--- src/rtl/wear_leveled_counter_log_unit_macros.svh ---
// assertion helpers used by the top-level file that checks this unit
`ifndef WEAR_LEVELED_COUNTER_LOG_UNIT_MACROS_SVH
`define WEAR_LEVELED_COUNTER_LOG_UNIT_MACROS_SVH

// same-cycle implication, sampled on clk, off during reset
`define WLC_ASSERT_IMPLIES(lbl, ante, cons, msg) \
	lbl: assert property (@(posedge clk) disable iff (!arst_n) (ante) |-> (cons)) \
		else $error(msg);

// next-cycle implication
`define WLC_ASSERT_NEXT(lbl, ante, cons, msg) \
	lbl: assert property (@(posedge clk) disable iff (!arst_n) (ante) |=> (cons)) \
		else $error(msg);

`endif

--- src/rtl/wlc_pkg.sv ---
package wlc_pkg;

	localparam int SECTOR_COUNT     = 5;
	localparam int SLOTS_PER_SECTOR = 128;
	localparam int SECTOR_BYTES     = 512;

	localparam int WORD_W      = 32;
	localparam int ADDR_W      = 16;
	localparam int BYTE_W      = 8;
	localparam int CFG_INDEX_W = 1;
	localparam int CFG_DATA_W  = 16;

	localparam int SLOT_BITS   = $clog2(SLOTS_PER_SECTOR);
	localparam int SECTOR_BITS = $clog2(SECTOR_COUNT);
	localparam int HI_W        = WORD_W - SLOT_BITS;

	// sector = hi mod SECTOR_COUNT via round-up reciprocal, exact for hi < 2**HI_W
	localparam int RECIP_SHIFT = HI_W + SECTOR_BITS;
	localparam int RECIP_W     = HI_W + 2;
	localparam logic [63:0] RECIP =
		((64'd1 << RECIP_SHIFT) + 64'(SECTOR_COUNT) - 64'd1) / 64'(SECTOR_COUNT);
	localparam int PROD_W      = HI_W + RECIP_W;
	localparam int QUO_W       = PROD_W - RECIP_SHIFT;

	localparam logic [WORD_W-1:0] MAX_VALID = 32'h7FFF_FFFF;

	localparam int SCAN_W = 10;
	localparam logic [SCAN_W-1:0] SCAN_SLOT_MAX = '1;

	localparam int QUEUE_DEPTH = 4;
	localparam int QPTR_W      = $clog2(QUEUE_DEPTH);

	localparam logic OP_SAVE = 1'b0;
	localparam logic OP_SCAN = 1'b1;

	localparam logic [CFG_INDEX_W-1:0] REG_BASE   = 1'b0;
	localparam logic [CFG_INDEX_W-1:0] REG_ENDIAN = 1'b1;

	typedef enum logic [1:0] {
		KIND_ERASE   = 2'd0,
		KIND_PROGRAM = 2'd1,
		KIND_REPORT  = 2'd2
	} kind_t;

	typedef enum logic [1:0] {
		STATUS_VALID    = 2'd0,
		STATUS_NONE     = 2'd1,
		STATUS_SEQ_FAIL = 2'd2
	} status_t;

	typedef struct packed {
		logic              is_report;
		logic              erase;
		logic [ADDR_W-1:0] sector_base;
		logic [ADDR_W-1:0] addr;
		logic [WORD_W-1:0] value;
		status_t           status;
	} entry_t;

	typedef struct packed {
		logic full;
		logic empty;
	} qstat_t;

endpackage

--- src/rtl/wlc_queue.sv ---
module wlc_queue (
	input  logic            clk,
	input  logic            arst_n,
	input  logic            push,
	input  wlc_pkg::entry_t push_entry,
	input  logic            pop,
	output wlc_pkg::entry_t head,
	output wlc_pkg::qstat_t stat
);

	wlc_pkg::entry_t                mem_q [wlc_pkg::QUEUE_DEPTH];
	logic [wlc_pkg::QPTR_W-1:0]     wr_ptr_q;
	logic [wlc_pkg::QPTR_W-1:0]     rd_ptr_q;
	logic [wlc_pkg::QPTR_W:0]       cnt_q;

	assign stat.full  = (cnt_q == (wlc_pkg::QPTR_W + 1)'(wlc_pkg::QUEUE_DEPTH));
	assign stat.empty = (cnt_q == '0);
	assign head       = mem_q[rd_ptr_q];

	always_ff @(posedge clk or negedge arst_n) begin
		if (!arst_n) begin
			wr_ptr_q <= '0;
			rd_ptr_q <= '0;
			cnt_q    <= '0;
		end else begin
			if (push) begin
				wr_ptr_q <= wr_ptr_q + 1'b1;
			end
			if (pop) begin
				rd_ptr_q <= rd_ptr_q + 1'b1;
			end
			if (push && !pop) begin
				cnt_q <= cnt_q + 1'b1;
			end else if (pop && !push) begin
				cnt_q <= cnt_q - 1'b1;
			end
		end
	end

	always_ff @(posedge clk) begin
		if (push) begin
			mem_q[wr_ptr_q] <= push_entry;
		end
	end

endmodule

--- src/rtl/wlc_front.sv ---
module wlc_front (
	input  logic                         clk,
	input  logic                         arst_n,
	input  logic                         in_valid,
	output logic                         in_ready,
	input  logic                         opcode,
	input  logic [wlc_pkg::WORD_W-1:0]   count_value,
	input  logic [wlc_pkg::WORD_W-1:0]   stored_word,
	input  logic                         scan_last,
	input  logic [wlc_pkg::ADDR_W-1:0]   base_addr,
	input  wlc_pkg::qstat_t              qstat,
	output logic                         push,
	output wlc_pkg::entry_t              entry
);

	logic [wlc_pkg::WORD_W-1:0]      idx_in;
	logic [wlc_pkg::RECIP_W-1:0]     recip_c;
	logic [wlc_pkg::PROD_W-1:0]      prod_in;

	logic                            valid_s1;
	logic                            op_s1;
	logic [wlc_pkg::WORD_W-1:0]      count_s1;
	logic [wlc_pkg::HI_W-1:0]        hi_s1;
	logic [wlc_pkg::SLOT_BITS-1:0]   slot_s1;
	logic [wlc_pkg::PROD_W-1:0]      prod_s1;
	logic [wlc_pkg::WORD_W-1:0]      word_s1;
	logic                            last_s1;

	logic [wlc_pkg::SCAN_W-1:0]      scan_slot_q;
	logic [wlc_pkg::WORD_W-1:0]      best_q;
	logic                            best_found_q;
	logic                            best_first_q;
	logic [wlc_pkg::WORD_W-1:0]      best_pred_q;
	logic [wlc_pkg::WORD_W-1:0]      prev_q;

	logic [wlc_pkg::QUO_W-1:0]       quo;
	logic [wlc_pkg::HI_W-1:0]        quo_x;
	logic [wlc_pkg::SECTOR_BITS-1:0] sector;
	logic [wlc_pkg::ADDR_W-1:0]      sector_base;
	logic [wlc_pkg::ADDR_W-1:0]      slot_addr;

	logic                            upd;
	logic [wlc_pkg::WORD_W-1:0]      nbest;
	logic                            nfound;
	logic                            nfirst;
	logic [wlc_pkg::WORD_W-1:0]      npred;
	logic [wlc_pkg::WORD_W-1:0]      pred;
	logic [wlc_pkg::WORD_W-1:0]      rep_count;
	wlc_pkg::status_t                rep_status;

	logic                            need_push;
	logic                            advance;

	// slot index of a save is count-1; split into sector and slot-in-sector
	assign idx_in  = count_value - 1'b1;
	assign recip_c = wlc_pkg::RECIP[wlc_pkg::RECIP_W-1:0];
	assign prod_in = wlc_pkg::PROD_W'(idx_in[wlc_pkg::WORD_W-1:wlc_pkg::SLOT_BITS])
		* wlc_pkg::PROD_W'(recip_c);

	assign quo         = prod_s1[wlc_pkg::PROD_W-1:wlc_pkg::RECIP_SHIFT];
	assign quo_x       = wlc_pkg::HI_W'(quo) * wlc_pkg::HI_W'(wlc_pkg::SECTOR_COUNT);
	assign sector      = wlc_pkg::SECTOR_BITS'(hi_s1 - quo_x);
	assign sector_base = base_addr
		+ wlc_pkg::ADDR_W'(sector) * wlc_pkg::ADDR_W'(wlc_pkg::SECTOR_BYTES);
	assign slot_addr   = sector_base + (wlc_pkg::ADDR_W'(slot_s1) << 2);

	// running maximum over the pass, first of equal words wins
	always_comb begin
		upd    = (word_s1 <= wlc_pkg::MAX_VALID) && (word_s1 > best_q);
		nbest  = upd ? word_s1 : best_q;
		nfound = upd | best_found_q;
		nfirst = upd ? (scan_slot_q == '0) : best_first_q;
		npred  = upd ? prev_q : best_pred_q;
		// slot 0 wraps to the final word of the pass
		pred   = nfirst ? word_s1 : npred;
		if (!nfound) begin
			rep_count  = '0;
			rep_status = wlc_pkg::STATUS_NONE;
		end else if (nbest - pred == 32'd1) begin
			rep_count  = nbest;
			rep_status = wlc_pkg::STATUS_VALID;
		end else begin
			rep_count  = '0;
			rep_status = wlc_pkg::STATUS_SEQ_FAIL;
		end
	end

	assign need_push = (op_s1 == wlc_pkg::OP_SAVE) || last_s1;
	assign advance   = valid_s1 && (!need_push || !qstat.full);
	assign in_ready  = !valid_s1 || advance;
	assign push      = valid_s1 && need_push && !qstat.full;

	always_comb begin
		entry.is_report   = (op_s1 == wlc_pkg::OP_SCAN);
		entry.erase       = (slot_s1 == '0);
		entry.sector_base = sector_base;
		entry.addr        = slot_addr;
		entry.value       = entry.is_report ? rep_count : count_s1;
		entry.status      = entry.is_report ? rep_status : wlc_pkg::STATUS_VALID;
	end

	always_ff @(posedge clk or negedge arst_n) begin
		if (!arst_n) begin
			valid_s1     <= 1'b0;
			scan_slot_q  <= '0;
			best_q       <= '0;
			best_found_q <= 1'b0;
			best_first_q <= 1'b0;
			best_pred_q  <= '0;
			prev_q       <= '0;
		end else begin
			if (in_ready) begin
				valid_s1 <= in_valid;
			end
			if (advance && op_s1 == wlc_pkg::OP_SCAN) begin
				if (last_s1) begin
					scan_slot_q  <= '0;
					best_q       <= '0;
					best_found_q <= 1'b0;
					best_first_q <= 1'b0;
					best_pred_q  <= '0;
					prev_q       <= '0;
				end else begin
					best_q       <= nbest;
					best_found_q <= nfound;
					best_first_q <= nfirst;
					best_pred_q  <= npred;
					prev_q       <= word_s1;
					if (scan_slot_q != wlc_pkg::SCAN_SLOT_MAX) begin
						scan_slot_q <= scan_slot_q + 1'b1;
					end
				end
			end
		end
	end

	always_ff @(posedge clk) begin
		if (in_valid && in_ready) begin
			op_s1    <= opcode;
			count_s1 <= count_value;
			hi_s1    <= idx_in[wlc_pkg::WORD_W-1:wlc_pkg::SLOT_BITS];
			slot_s1  <= idx_in[wlc_pkg::SLOT_BITS-1:0];
			prod_s1  <= prod_in;
			word_s1  <= stored_word;
			last_s1  <= scan_last;
		end
	end

endmodule

--- src/rtl/wlc_back.sv ---
module wlc_back (
	input  logic                       clk,
	input  logic                       arst_n,
	input  wlc_pkg::entry_t            head,
	input  wlc_pkg::qstat_t            qstat,
	input  logic                       big_endian,
	output logic                       pop,
	output logic                       out_valid,
	input  logic                       out_ready,
	output logic [1:0]                 result_kind,
	output logic [wlc_pkg::ADDR_W-1:0] flash_address,
	output logic [wlc_pkg::BYTE_W-1:0] program_byte,
	output logic [wlc_pkg::WORD_W-1:0] recovered_count,
	output logic [1:0]                 recovery_status,
	output logic                       last_of_run
);

	logic                       out_valid_q;
	logic [2:0]                 step_q;
	wlc_pkg::kind_t             kind_q;
	logic [wlc_pkg::ADDR_W-1:0] addr_q;
	logic [wlc_pkg::BYTE_W-1:0] byte_q;
	logic [wlc_pkg::WORD_W-1:0] count_q;
	wlc_pkg::status_t           status_q;
	logic                       last_q;

	logic       load;
	logic [2:0] eff;
	logic [1:0] pi;
	logic [1:0] bsel;
	logic       last_beat;
	logic [wlc_pkg::BYTE_W-1:0] byte_sel;

	// step 0 is the erase beat, steps 1..4 are the byte programs
	assign load      = !qstat.empty && (!out_valid_q || out_ready);
	assign eff       = (step_q == 3'd0 && !head.erase) ? 3'd1 : step_q;
	assign pi        = 2'(eff - 3'd1);
	assign bsel      = big_endian ? (2'd3 - pi) : pi;
	assign byte_sel  = wlc_pkg::BYTE_W'(head.value >> {bsel, 3'b000});
	assign last_beat = head.is_report || (eff == 3'd4);
	assign pop       = load && last_beat;

	always_ff @(posedge clk or negedge arst_n) begin
		if (!arst_n) begin
			out_valid_q <= 1'b0;
			step_q      <= '0;
		end else begin
			if (load) begin
				out_valid_q <= 1'b1;
				step_q      <= last_beat ? 3'd0 : eff + 3'd1;
			end else if (out_ready) begin
				out_valid_q <= 1'b0;
			end
		end
	end

	always_ff @(posedge clk) begin
		if (load) begin
			if (head.is_report) begin
				kind_q   <= wlc_pkg::KIND_REPORT;
				addr_q   <= '0;
				byte_q   <= '0;
				count_q  <= head.value;
				status_q <= head.status;
				last_q   <= 1'b1;
			end else if (eff == 3'd0) begin
				kind_q   <= wlc_pkg::KIND_ERASE;
				addr_q   <= head.sector_base;
				byte_q   <= '0;
				count_q  <= '0;
				status_q <= wlc_pkg::STATUS_VALID;
				last_q   <= 1'b0;
			end else begin
				kind_q   <= wlc_pkg::KIND_PROGRAM;
				addr_q   <= head.addr + wlc_pkg::ADDR_W'(pi);
				byte_q   <= byte_sel;
				count_q  <= '0;
				status_q <= wlc_pkg::STATUS_VALID;
				last_q   <= (eff == 3'd4);
			end
		end
	end

	assign out_valid       = out_valid_q;
	assign result_kind     = kind_q;
	assign flash_address   = addr_q;
	assign program_byte    = byte_q;
	assign recovered_count = count_q;
	assign recovery_status = status_q;
	assign last_of_run     = last_q;

endmodule

--- src/rtl/wear_leveled_counter_log_unit.sv ---
// the first result beat passes the s1 register, the queue and the output register
// throughput: one input beat per cycle unless a save or last scan hits a full queue;
// a non-last scan word makes no result; a save makes 4 or 5 result beats, drained
// one per cycle by the output register while out_ready is high; the 4-entry queue
// absorbs bursts; reset (arst_n low, asynchronous) empties the pipeline and queue,
// clears the scan state, sets base address 0 and most-significant-byte-first order
`include "wear_leveled_counter_log_unit_macros.svh"

module wear_leveled_counter_log_unit (
	input  logic                            clk,
	input  logic                            arst_n,
	input  logic                            cfg_we,
	input  logic [wlc_pkg::CFG_INDEX_W-1:0] cfg_index,
	input  logic [wlc_pkg::CFG_DATA_W-1:0]  cfg_data,
	input  logic                            in_valid,
	output logic                            in_ready,
	input  logic                            opcode,
	input  logic [wlc_pkg::WORD_W-1:0]      count_value,
	input  logic [wlc_pkg::WORD_W-1:0]      stored_word,
	input  logic                            scan_last,
	output logic                            out_valid,
	input  logic                            out_ready,
	output logic [1:0]                      result_kind,
	output logic [wlc_pkg::ADDR_W-1:0]      flash_address,
	output logic [wlc_pkg::BYTE_W-1:0]      program_byte,
	output logic [wlc_pkg::WORD_W-1:0]      recovered_count,
	output logic [1:0]                      recovery_status,
	output logic                            last_of_run
);

	logic [wlc_pkg::ADDR_W-1:0] base_q;
	logic                       endian_q;

	logic            q_push;
	logic            q_pop;
	wlc_pkg::entry_t q_in;
	wlc_pkg::entry_t q_head;
	wlc_pkg::qstat_t q_stat;

	logic            erase_beat;
	logic            report_beat;

	always_ff @(posedge clk or negedge arst_n) begin
		if (!arst_n) begin
			base_q   <= '0;
			endian_q <= 1'b1;
		end else if (cfg_we) begin
			unique case (cfg_index)
				wlc_pkg::REG_BASE:   base_q   <= cfg_data;
				wlc_pkg::REG_ENDIAN: endian_q <= cfg_data[0];
			endcase
		end
	end

	wlc_front u_front (
		.clk         (clk),
		.arst_n      (arst_n),
		.in_valid    (in_valid),
		.in_ready    (in_ready),
		.opcode      (opcode),
		.count_value (count_value),
		.stored_word (stored_word),
		.scan_last   (scan_last),
		.base_addr   (base_q),
		.qstat       (q_stat),
		.push        (q_push),
		.entry       (q_in)
	);

	wlc_queue u_queue (
		.clk        (clk),
		.arst_n     (arst_n),
		.push       (q_push),
		.push_entry (q_in),
		.pop        (q_pop),
		.head       (q_head),
		.stat       (q_stat)
	);

	wlc_back u_back (
		.clk             (clk),
		.arst_n          (arst_n),
		.head            (q_head),
		.qstat           (q_stat),
		.big_endian      (endian_q),
		.pop             (q_pop),
		.out_valid       (out_valid),
		.out_ready       (out_ready),
		.result_kind     (result_kind),
		.flash_address   (flash_address),
		.program_byte    (program_byte),
		.recovered_count (recovered_count),
		.recovery_status (recovery_status),
		.last_of_run     (last_of_run)
	);

	assign erase_beat  = out_valid && (result_kind == wlc_pkg::KIND_ERASE);
	assign report_beat = out_valid && (result_kind == wlc_pkg::KIND_REPORT);

	`WLC_ASSERT_IMPLIES(a_push_has_room, q_push, !q_stat.full || q_pop, "push into full queue")
	`WLC_ASSERT_NEXT(a_back_drains, !q_stat.empty && !out_valid, out_valid, "queued work not issued")
	`WLC_ASSERT_IMPLIES(a_erase_shape, erase_beat, !last_of_run && program_byte == '0, "bad erase")
	`WLC_ASSERT_IMPLIES(a_report_shape, report_beat, last_of_run && flash_address == '0, "bad report")

endmodule
--- config.mk ---
export PLATFORM = sky130hd
export DESIGN_NAME = wear_leveled_counter_log_unit
export DESIGN_NICKNAME = d
export VERILOG_FILES = /design/src/rtl/wlc_pkg.sv /design/src/rtl/wlc_queue.sv /design/src/rtl/wlc_front.sv /design/src/rtl/wlc_back.sv /design/src/rtl/wear_leveled_counter_log_unit.sv
export VERILOG_INCLUDE_DIRS = /design/src /design/src/rtl
export SDC_FILE = /design/constraint.sdc
export NUM_CORES = 1
export LEC_CHECK = 0
export BUFFER_PORTS_ARGS = -buffer_cell sky130_fd_sc_hd__buf_2
export CORE_ASPECT_RATIO = 0.9
export CORE_MARGIN = 10
export CORE_UTILIZATION = 35
export CTS_BUF_LIST = sky130_fd_sc_hd__clkbuf_2
export DETAILED_ROUTE_END_ITERATION = 16
export PLACE_DENSITY = 0.61
export SLEW_MARGIN = 20
export SYNTH_ARGS = -nofsm -noshare
export SYNTH_HDL_FRONTEND = slang
export SYNTH_SLANG_ARGS = --single-unit
--- constraint.sdc ---
create_clock -name clk -period 15.3 [get_ports clk]
set_input_delay 0.765 -clock clk [delete_from_list [all_inputs] [get_ports clk]]
set_output_delay 0.765 -clock clk [all_outputs]
set_load 0.03 [all_outputs]
**After elaboration in Yosys (flattened, before gate mapping)**

Memories as Yosys holds them, arrays and structs flattened.
Index checks and enable logic that the tools add are counted.

- $add $sub $neg: 14
- Multipliers: 2
- Order comparisons: 2
- Eq/ne operators: 4
- Shift operators: 1
- Muxes and demuxes: 29
- Bitwise logic cells: 3
- Reduce and logical (&&, ||, !) cells: 36

Operators by type and width:

| kind | number |
|---|---|
| $mux 32 | 9 |
| $mul 25x24->49 const B | 1 |
| $eq 32x1->1 const B | 1 |
| $gt 32x32->1 | 1 |
| $le 32x31->1 const B | 1 |
| $shr 32x5->8 | 1 |
| $sub 32x1->32 const B | 1 |
| $sub 32x32->32 | 1 |
| $mul 24x3->3 const B | 1 |
| $mux 10 | 2 |
| $add 16x12->16 | 1 |
| $add 16x2->16 | 1 |
| $add 16x9->16 | 1 |
| $mux 16 | 1 |
| $mux 3 | 4 |
| $logic_and 1x1->1 | 11 |
| $add 10x1->10 const B | 1 |
| $logic_not 10->1 | 1 |
| $ne 10x10->1 const B | 1 |
| $logic_not 3->1 | 3 |
| $mux 1 | 9 |
| $logic_not 1->1 | 8 |
| $mux 2 | 4 |
| $logic_not 7->1 | 1 |
| other kinds (13) | 25 |

- Register bits after elaboration: 324
- RAM bits: 272
- Bits of input ports: 88
- Memories: 1

Memories:

| memory | depth | width | rd ports | clocked after Yosys merged registers in | write ports | RTL line | RTL |
|---|---|---|---|---|---|---|---|
| u_queue.mem_q | 4 | 68 | 1 | 0 | 1 | wlc_queue.sv:11 | `wlc_pkg::entry_t mem_q [wlc_pkg::QUEUE_DEPTH];` |

**Depth between registers and ports, before layout**

An unclocked memory read counts as a cell.

- Word-level depth: 10
- Gate-level depth with buffers: 30
- Gate-level depth less buffers: 30

**By module**

From an unflattened synthesis, not the netlist that was laid out.

- Cell total of the unflattened synthesis: 2,618
- Area total of the unflattened synthesis: 32,835.2 um2

Modules (own cells, without submodules):

| module | instances | cells an instance | area an instance (um2) | sequential area each (um2) |
|---|---|---|---|---|
| wlc_front | 1 | 1,931 | 18,665.4 | 5,099.9 |
| wlc_queue | 1 | 390 | 10,283.6 | 8,343.0 |
| wlc_back | 1 | 259 | 3,181.8 | 1,931.9 |
| wear_leveled_counter_log_unit | 1 | 38 | 704.4 | 426.7 |

**Worst setup path before layout**

Ideal clock, no wire load.

- Kind: input-to-reg
- From: input port count_value[13] (netlist name)
- To: register u_front.prod_s1[30] (netlist name), data pin
- Data arrival time: 7,511 ps
- Required time: 15,038 ps
- Slack: 7,526 ps
- Cell stages on the path: 27
- Path buffers: 1
- Cell sequence: or4_4 > nor3_2 > nand3_4 > or4_4 > buf_6 > xnor2_1 > ha_1 > fa_1 > inv_1 > fa_1 > fa_1 > inv_1 > fa_1 > fa_1 > inv_1 > fa_1 > inv_1 > ha_1 > nand3_1 > nor2_1 > a211o_1 > a21oi_1 > o21ai_0 > a21o_1 > a21o_1 > a21oi_1 > xor2_1

- Cells in the longest elaborated chain, start to end: 2

Ends and longest elaborated chain:

| element | RTL line | RTL |
|---|---|---|
| start, declared | wear_leveled_counter_log_unit.sv:18 | `input logic [wlc_pkg::WORD_W-1:0] count_value,` |
| $sub 32x1->32 | wlc_front.sv:55 | `assign idx_in = count_value - 1'b1;` |
| $mul 25x24->49 | wlc_front.sv:58 | `* wlc_pkg::PROD_W'(recip_c);` |
| net u_front.prod_in, one bit | wlc_front.sv:18 | `logic [wlc_pkg::PROD_W-1:0] prod_in;` |
| end signal, assigned | wlc_front.sv:143 | `prod_s1 <= prod_in;` |
| end, declared | wlc_front.sv:25 | `logic [wlc_pkg::PROD_W-1:0] prod_s1;` |

The timed path passes the listed nets, and every way through them passes these cells.
A chain may end at the register's enable or synchronous reset.

**Worst setup path after layout**

- From: input port count_value[0] (netlist name)
- To: register u_front.prod_s1[30] (netlist name), data pin

The elaborated chain is that of the path after synthesis.

==> results.toml <==
[worst_setup_path]
start_kind = "primary input"
worst_setup_path_end_kind = "register"
crit_fanout = 5
cp_num_buf_inv = 7
required_ns = 16.35
cpMaxStageDelayCell = "nor3_1"
crit_type = "in2reg"
critical_path.top_delay_family = "adder cells"
critical-path-max-stage-delay_ns = 0.91
worstPathArrival_ns = 9.52

[sta]
hold_violations = 0
worst_pin_slew_ns = 1.174
period_share = 0.5540
fmax_ghz = 0.1180
drv_slew = 0
finalSetupViolCount = 0
period_needed_ns = 8.476
rsz0062_at_grt = "no"
skew_ns = 0.1293
slew_headroom = 0.2114
tns_ns = 0

[floorplanning]
fp.dieH_um = 307.6
io_pins = 151
start_util = 0.3529
die_w_um = 339.6
num_rows = 105
dieArea_mm2 = 0.1045
coreArea_mm2 = 0.09117

[global_routing]
antenna_found_initial = 11
grt_pass1_wl_mm = 128.3
grt_pass1_vias = 21367
grt_max_degree = 69
grt_overflow_total = 0
grt_usage = 0.1576

[detailed_routing]
wl_mm = 82.37
drt_pre_antenna_iters = 7
vias = 21091
drc_errors = 0
ant_nets = 0
drtIter0Drc = 1629
wl_per_cell_um = 19.38
viasPerCell = 4.964

[cts]
cts_buffers = 143
clock_latency_ns = 1.35
cts_setup_buffers = 0
cts.sinks = 541
clk_root_buffer_cell = "clkbuf_2"
clk_pin_slew_ns = 0.10
cts_tree = "yes"
h-tree-depth = 4
cts_buffer_depth = 3

[synth]
async_reset_ff_frac = 0.2532
postSynthAreaPerCell_um2 = 12.51
ys_seq_area_frac = 0.4836
yosysUniqueCellTypes = 72
synthFlopType = "edfxtp_1"
synth-edff-count = 404
synthCells = 2572
synth_seq_cells = 541
synth_area_mm2 = 0.03218
ys_warn_count = 0
postSynthNetCount = 3058

[flow_run]
drv_cap = 0

[layout]
seq_area_mm2 = 0.01557
fillers = 8761
final_cells = 4249
multiInputGateArea_mm2 = 0.01474
final_cell_mix = "405 x inv_1, 404 x edfxtp_1, 246 x ha_1"
nets = 3386
final_layout_size_suffix_gt1_frac = 0.1750
mostFrequentLayoutCell = "inv_1"
area_growth_pct = 14.28

[place]
dp.cells = 3878
portBuffers = 150
gp_congestion = 0.9193
hpwl_mm = 59.23

[power_and_ir_drop]
leakage_nw = 15.84
peakVddDrop_mv = 0.1582
p_per_area_mw_per_mm2 = 207.9
p_total_mw = 7.643

[min_path]
hold_class = "in2reg"

[status]
status = "finished clean"
==> worst paths after layout <==
kind / start / end / cells past startpoint / slack [ns]
setup / recovery: count_value[0] / u_front.prod_s1[30]$_DFFE_PP_ / 31 / 6.82
hold reg to reg: u_queue.cnt_q[2]$_DFFE_PN0P_ / u_queue.cnt_q[2]$_DFFE_PN0P_ / 1 / 0.49
min in group asynchronous: arst_n / u_front.best_pred_q[20]$_DFFE_PN0P_ / 3 / 0.63
hold / removal: stored_word[31] / u_front.word_s1[31]$_DFFE_PP_ / 2 / 0.19
max in group asynchronous: arst_n / u_queue.rd_ptr_q[0]$_DFFE_PN0P_ / 4 / 13.27
setup reg to reg: u_front.word_s1[7]$_DFFE_PP_ / u_queue.mem_q[0][30]$_DFFE_PP_ / 20 / 7.07
==> per-layer routing <==
| metal | vias to the layer above | wire length (um) | global-route usage | part of all wire |
|---|---|---|---|---|
| li1 | 9933 | - | - | - |
| met1 | 10409 | 38180 | 0.2230 | 0.46 |
| met2 | 623 | 37000 | 0.2384 | 0.45 |
| met3 | 116 | 5632 | 0.03844 | 0.068 |
| met4 | 10 | 1486 | 0.04418 | 0.018 |
| met5 | - | 66 | 0 | 0.00080 |
==> report_power, final <==
group	internal [mW]	switching [mW]	total, mW
Clock	0.422	0.621	1.04
Combinational	1.70	2.61	4.30
Sequential	2.11	0.186	2.30
==> per-stage QoR <==
| step | area [um2] | hold slack, ns | util | setup slack [ns] |
|---|---|---|---|---|
| 2_1_floorplan | 32180 | 0.4565 | - | 7.526 |
| 3_3_place_gp | 34320 | 0.4745 | 0.3764 | 6.318 |
| 3_5_place_dp | 34320 | 0.4802 | 0.3764 | 6.191 |
| 4_1_cts | 36750 | 0.03140 | 0.4031 | 7.067 |
| 5_1_grt | 36770 | 0.03606 | 0.4033 | 6.320 |
| 6_report | 36770 | 0.1867 | 0.4033 | 6.824 |
==> registers in the layout, indices dropped and copies added (netlist names), 2 cells and up <==
| name | cells |
|---|---|
| u_front.hi_s1 | 3 |
| u_queue.rd_ptr_q | 2 |
| u_back.step_q | 3 |
| u_back.program_byte | 8 |
| u_back.result_kind | 2 |
| u_front.best_pred_q | 32 |
| u_queue.cnt_q | 3 |
| u_front.count_s1 | 32 |
| u_front.slot_s1 | 7 |
| u_front.word_s1 | 32 |
| u_back.recovered_count | 32 |
| base_q | 16 |
| u_front.prod_s1 | 3 |
| u_queue.wr_ptr_q | 2 |
| u_back.flash_address | 16 |
| u_queue.mem_q | 264 |
| u_front.scan_slot_q | 10 |
| u_front.prev_q | 32 |
| u_back.recovery_status | 2 |
| u_front.best_q | 32 |
==> cell type report <==
cell class,count,share of cell area
antenna,8,0.0005444
multi-input combinational,1525,0.4009
tap,1230,0.04185
clock inverter,39,0.007384
inverter,406,0.04145
sequential,541,0.4233
timing repair buffer,283,0.05502
clock buffer,217,0.02954
==> cell usage after synthesis (all sizes together), types with 30 or more instances <==
master  count  area share
edfxtp    404        0.38
mux2i      77       0.024
nand2      76      0.0089
a21oi      94       0.015
buf        30      0.0045
a22o       65       0.018
nor2       99       0.012
xor2       44       0.012
clkbuf     70      0.0082
xnor2      65       0.018
mux4       66       0.046
nand3      51      0.0083
and2       44      0.0086
o21ai      45      0.0070
fa        152       0.095
dfrtp     136        0.11
a211oi     42      0.0098
ha        246       0.096
nor3       60       0.010
o22ai      66       0.013
inv       406       0.047
==> cell families (layout without fill, tap and decap cells) <==
kind of cell / count (synthesis) / in the layout / synth area share
compound gates: 402 / 402 / 0.08508
simple gates: 455 / 455 / 0.07353
mux: 159 / 159 / 0.07575
flops: 541 / 541 / 0.4836
buf+inv: 506 / 945 / 0.06012
xor+xnor: 111 / 111 / 0.03165
other cells: 0 / 8 / 0
fa+ha+maj: 398 / 398 / 0.1902
==> timing repair <==
item,in CTS,in global routing
endpoints found under the hold margin,186,0
setup endpoints to repair,0,0
resized for setup,0,0
hold buffers,107,0
(Power assumes the default switching activity.)
